==> src/sv/kslt_pkg.sv <==
`default_nettype none

package kslt_pkg;

  localparam int unsigned CAPACITY = 64;

  localparam int unsigned FUNC_W  = 2;
  localparam int unsigned ID_W    = 32;
  localparam int unsigned NAME_W  = 64;
  localparam int unsigned GRADE_W = 10;
  localparam int unsigned STAT_W  = 2;
  localparam int unsigned ECNT_W  = 7;

  localparam logic [FUNC_W-1:0] FN_INSERT = 2'd0;
  localparam logic [FUNC_W-1:0] FN_DELETE = 2'd1;
  localparam logic [FUNC_W-1:0] FN_UPDATE = 2'd2;
  localparam logic [FUNC_W-1:0] FN_SEARCH = 2'd3;

  localparam logic [STAT_W-1:0] ST_OK      = 2'd0;
  localparam logic [STAT_W-1:0] ST_FULL    = 2'd1;
  localparam logic [STAT_W-1:0] ST_MISSING = 2'd2;

  typedef struct packed {
    logic [ID_W-1:0]    id;
    logic [NAME_W-1:0]  name;
    logic [GRADE_W-1:0] grade;
  } entry_t;

  typedef struct packed {
    logic [FUNC_W-1:0] func;
    logic [ID_W-1:0]   key;
    entry_t            rec;
  } op_t;

  typedef struct packed {
    logic   hit;
    entry_t found;
  } tok_t;

endpackage

`default_nettype wire

==> src/sv/kslt_cell.sv <==
`default_nettype none

module kslt_cell #(
  parameter int unsigned Idx  = 0,
  parameter int unsigned CntW = 7
) (
  input  wire logic              clk_i,
  input  wire logic              rst_ni,
  input  wire kslt_pkg::op_t     op_i,
  input  wire logic [CntW-1:0]   count_i,
  input  wire logic              tok_vld_i,
  input  wire kslt_pkg::tok_t    tok_i,
  input  wire kslt_pkg::entry_t  nbr_i,
  output kslt_pkg::entry_t       ent_o,
  output logic                   tok_vld_o,
  output kslt_pkg::tok_t         tok_o
);

  localparam logic [CntW-1:0] MyIdx = CntW'(Idx);

  kslt_pkg::entry_t ent_q, ent_d;
  kslt_pkg::tok_t   tok_q, tok_d;
  logic             tok_vld_q;
  logic             live;
  logic             match;

  always_comb begin
    live  = MyIdx < count_i;
    match = tok_vld_i && live && !tok_i.hit && (op_i.func != kslt_pkg::FN_INSERT) &&
            (ent_q.id == op_i.key);
    ent_d = ent_q;
    tok_d = tok_i;
    if (tok_vld_i) begin
      case (op_i.func)
        kslt_pkg::FN_INSERT: begin
          if (MyIdx == count_i) begin
            ent_d = op_i.rec;
          end
        end
        kslt_pkg::FN_DELETE: begin
          if (match || tok_i.hit) begin
            ent_d = nbr_i;
          end
        end
        kslt_pkg::FN_UPDATE: begin
          if (match) begin
            ent_d = op_i.rec;
          end
        end
        kslt_pkg::FN_SEARCH: begin
          if (match) begin
            tok_d.found = ent_q;
          end
        end
        default: begin
          ent_d = ent_q;
        end
      endcase
      tok_d.hit = tok_i.hit || match;
    end
  end

  always_ff @(posedge clk_i or negedge rst_ni) begin
    if (!rst_ni) begin
      tok_vld_q <= 1'b0;
    end else begin
      tok_vld_q <= tok_vld_i;
    end
  end

  always_ff @(posedge clk_i) begin
    ent_q <= ent_d;
    tok_q <= tok_d;
  end

  assign ent_o     = ent_q;
  assign tok_vld_o = tok_vld_q;
  assign tok_o     = tok_q;

endmodule

`default_nettype wire

==> config.mk <==
export PLATFORM = sky130hd
export DESIGN_NAME = kslt_cell
export DESIGN_NICKNAME = d
export VERILOG_FILES = /design/src/sv/kslt_pkg.sv /design/src/sv/kslt_cell.sv
export SDC_FILE = /design/constraint.sdc
export NUM_CORES = 1
export LEC_CHECK = 0
export ABC_AREA = 1
export BUFFER_PORTS_ARGS = -buffer_cell sky130_fd_sc_hd__clkbuf_2
export CAP_MARGIN = 20
export CORE_AREA = 3 3 224 226
export DETAILED_ROUTE_END_ITERATION = 16
export DIE_AREA = 0 0 227 229
export SYNTH_ARGS = -nofsm -noshare
export SYNTH_HDL_FRONTEND = slang
export SYNTH_SLANG_ARGS = --single-unit
==> constraint.sdc <==
create_clock -name clk_i -period 15 [get_ports clk_i]
set_input_delay 0.75 -clock clk_i [delete_from_list [all_inputs] [get_ports clk_i]]
set_output_delay 0.75 -clock clk_i [all_outputs]
set_load 0.02 [all_outputs]
After elaboration in Yosys (flattened, before gate mapping) --
Index checks and enable logic that the tools add are counted.
Operators by class: add/sub/neg operators 0, $mul 0, divide/modulo/power cells 0, magnitude comparators 1, eq/ne operators 7, shifts and indexed selects 0, muxes and demuxes 7, bitwise logic cells 0, reductions and logical operators 11
Operators by type and width (number):
- $mux W106 | 5
- $pmux W106 S3 | 1
- $mux W107 | 1
- $eq A32 B32 Y1 | 1
- $logic_not A7 Y1 | 1
- $lt A1 B7 Y1 const A | 1
- $ne A2 B2 Y1 const B | 3
- $reduce_and A5 Y1 | 1
- $eq A2 B2 Y1 const B | 2
- $logic_and A1 B1 Y1 | 4
- $reduce_bool A3 Y1 | 1
- $eq A2 B1 Y1 const B | 1
- $logic_not A2 Y1 | 1
- $reduce_bool A2 Y1 | 1
- $logic_not A1 Y1 | 1
- $logic_or A1 B1 Y1 | 1
Word-level totals: register bits after elaboration 214, bits in latches 0, bits in writable memories 0, ROM bits 0, bits of input ports 363, output and inout port bits 214, memories 0

Depth between registers and ports, before layout --
depth after elaboration 8, gate-level depth with buffers 13, depth with buffers taken out 11

Worst setup path before layout --
No wires, ideal clock.
path type in2reg, start input port op_i[128] (netlist bit), end register ent_q, in the netlist ent_o[0] (enable), setup time 0.606 ns, data arrival time 6.697 ns, data required time 14.394 ns, path slack 7.696 ns, cell stages on the path 7, path through xor2_1 nor2_1 nand4_1 nor2_4 buf_4 nand2_1 a21oi_1
Between the ends: longest elaborated chain between the ends 5, elaborated cells between the ends (all ways) 6, those cells by class eq/ne (3); reduce/logical (3)
Ends and longest elaborated chain:
- start: declaration | RTL line kslt_cell.sv:9 | input wire kslt_pkg::op_t op_i,
- $eq A32 B32 Y1 * | RTL line kslt_cell.sv:30 | (ent_q.id == op_i.key);
- $logic_and A1 B1 Y1 * | RTL line kslt_cell.sv:29 | match = tok_vld_i && live && !tok_i.hit && (op_i.func != kslt_pkg::FN_INSERT) &&
- $logic_or A1 B1 Y1 | RTL line kslt_cell.sv:41 | if (match || tok_i.hit) begin
- $ne A2 B2 Y1 (no source line)
- $reduce_and A5 Y1 (no source line) *
- end signal: assignment | RTL line kslt_cell.sv:72 | ent_q <= ent_d;
- end: declaration | RTL line kslt_cell.sv:21 | kslt_pkg::entry_t ent_q, ent_d;
Every way passes the cells marked *; elsewhere a longest branch is shown, timed or not. A chain may end at the register's enable or synchronous reset.

==> flow_summary_export.csv <==
group,metric,value,unit
grt,gr-usage-all-layers,13.95,%
setup_path,crit_top_cell,"nand2_1",
layout,final_common_cell,"clkbuf_2",
synthesis,synth_warnings,0,
detailed_routing,dr_wl_met2,18630,µm
setup_path,critical_path_required,15430,ps
cts,cts_root_buf,"clkbuf_16",
layout,final_cell_area,0.01355,mm²
grt,grt_max_degree,108,
floorplan,die_y,229,µm
detailed_routing,remaining_drc_errors,0,
cts,cts_resized,0,
synthesis,yosysTopAreaCellShare,34.98,%
synthesis,seq_area_frac_synth,58.79,%
layout,nFillCells,5133,
synthesis,synthFlopType,"dfxtp_1",
timing,setup_viol,0,
setup_path,cp.arrival,3970,ps
detailed_routing,first_pass_iters,5,
cts,clock_path_buffers,3,
layout,antenna_cells,0,
layout,drive_above_1_share,50.07,%
floorplan,dieArea,0.05198,mm²
cts,insertion_delay,560,ps
run_status,status,"complete, no violations",
detailed_routing,wl_per_cell,18.33,µm
synthesis,netlist.top_cell.by_area,"edfxtp_1",
timing,worstMarginPinSlew,915.3,ps
timing,rsz0062_at_grt,"no",
layout,area_growth_syn_to_layout,48.95,%
synthesis,syn_area_per_cell,10.12,µm²
setup_path,slowest_stage,"nand4_4",
floorplan,io_pins,577,
cts,cts_tree,"built",
floorplan,start_util,18.75,%
floorplan,row_count,81,
layout,layout.nets,1821,
synthesis,synth_seq_cells,214,
setup_path,end_kind,"register",
grt,grt-ovfl-total,0,
cts,cts_sinks,214,
cts,postCtsSetupBuffers,0,
grt,antenna_found_initial,1,
setup_path,crit_type,"reg -> reg",
setup_path,cp_top_family,"simple AND/OR/NAND/NOR gates",
detailed_routing,routed-wl-met3,2997,µm
timing,max-slew-margin-rel,38.98,%
timing,period_share,23.56,%
synthesis,async_reset_ff_share,0.4673,%
synthesis,syn_inst,899,
floorplan,coreArea,0.04855,mm²
detailed_routing,drt_iter0_markers,483,
cts,cts_hold_buf,1,
setup_path,worstPathMaxFanout,62,
placed_design,portBuffers,576,
placed_design,routabilityCongestion,0.9607,
timing,setup_slack,11470,ps
setup_path,crit_buf_inv,3,
detailed_routing,vias,8800,
power_and_ir_drop,peakVddDrop,0.07202,mV
power_and_ir_drop,p_leak,6.765,nW
setup_path,crit_path_cell_trace,"inv_1 > nor2_1 > nor2_1 > nand2_1 > nor2_1 > nand2_1 > nor2_4 > buf_4 > nand4_4 > buf_4 > nand2_1 > nand2_1",
cts,clk_pin_slew,60,ps
setup_path,max_stage_delay,780,ps
detailed_routing,ant_nets,0,
placed_design,place_ws,11090,ps
cts,h-tree-depth,1,
detailed_routing,vias_per_cell,4.190,
detailed_routing,wl,38490,µm
synthesis,syn-cell-area,0.009100,mm²
placed_design,placedInstanceArea,0.01262,mm²
timing,max_freq,283.0,MHz
cts,cts_inserted_buffers,26,
power_and_ir_drop,finalPower,0.001593,W
detailed_routing,routedLengthMet1,15710,µm
grt,grt_pass1_vias,8810,
synthesis,synth_edf_count,106,
timing,fin_worst_skew,22.38,ps
job,max_cap_viol_count,0,
floorplan,dieWidth,227,µm
grt,grt_pass1_wl,54880,µm
placed_design,dpl.hpwl,30220,µm
timing,drv_slew,0,
timing,fin_tns_setup,0,ps
synthesis,synth_nets,1262,
power_and_ir_drop,powerDensity,117.6,mW/mm²
setup_path,startpoint_type,"register",
synthesis,ys_top_cells_by_area,"edfxtp_1 35%, dfxtp_1 24%, mux2_2 13%",
timing,hold_violations,0,
worst_hold_path,hold_class,"in -> reg",
synthesis,synth_cell_types,24,
layout,final_cell_mix,"576 x clkbuf_2, 310 x nand2_1, 107 x nand4_1, 107 x dfxtp_1",
timing,holdWs,379.6,ps
timing,fin_crit,3533,ps
detailed_routing,top_layer,"met4",
-- power by group --
part           switching (W)  internal (W)  leakage (nW)
sequential         0.0000281      0.000661          1.90
clock               0.000259      0.000417         0.451
combinational       0.000136     0.0000927          4.42
-- cell type report --
cell class	instances	area (µm²)	share of cell area, %
inverters	59	224.0	1.652
well taps	622	778.2	5.742
repair buffers	586	2973	21.93
multi-input cells	571	3309	24.42
flip-flops and latches	214	5350	39.47
clock buffers	34	700.7	5.169
clock inverters	14	219.0	1.615
-- state kept, by name, summed over array words and instances, names as in the netlist --
name and count:
tok_vld_o 1, tok_o 107, ent_o 106
-- cells by family (layout without fill, tap and decap cells) --
logic type | after synthesis | count (layout) | synth area share [%]
AO/OA/AOI/OAI | 7 | 7 | 0.4124
multiplexers | 106 | 106 | 13.12
XOR/XNOR | 7 | 7 | 0.6737
buffers and inverters | 114 | 693 | 5.142
AND/OR/NAND/NOR | 451 | 451 | 21.86
flip-flops | 214 | 214 | 58.79
-- cell usage after synthesis (all sizes together), types with 3 or more instances --
library cell,count
nor2,28
o21ai,5
mux2,106
nand4,108
edfxtp,106
inv,57
xnor2,5
nand3,3
dfxtp,107
clkbuf,24
buf,31
nand2,311
-- metal layers --
metal / vias to the layer above / track usage, %
met2: 398 / 23.40
met3: 60 / 3.640
met4: 0 / 4.197
met1: 4159 / 17.54
li1: 4183 / -
met5: - / 0
-- tightest hold or removal path, stage by stage --
cell and delay (ps):
clkbuf_2 80, nand2_1 40, nand2_1 40
-- path summary, 6_finish.rpt --
| path | depth (start not counted) | from | slack (ps) | end |
|---|---|---|---|---|
| max reg2reg | 12 | ent_o[75]$_DFFE_PP_ | 11470 | tok_o[59]$_DFF_P_ |
| max | 12 | ent_o[75]$_DFFE_PP_ | 11470 | tok_o[59]$_DFF_P_ |
| min | 3 | tok_i[29] | 380 | tok_o[29]$_DFF_P_ |
| max in group asynchronous | 2 | rst_ni | 14410 | tok_vld_o$_DFF_PN0_ |
| min reg2reg | 2 | ent_o[35]$_DFFE_PP_ | 520 | tok_o[35]$_DFF_P_ |
| min in group asynchronous | 2 | rst_ni | 510 | tok_vld_o$_DFF_PN0_ |
-- through the flow --
step	std cells	util, %
after floorplan	899	-
after global placement	2051	26.01
after detailed placement	2051	26.01
after CTS	2100	27.92
after global routing	2100	27.92
final	2100	27.92
Note: power is estimated with default switching activity, not from simulation.
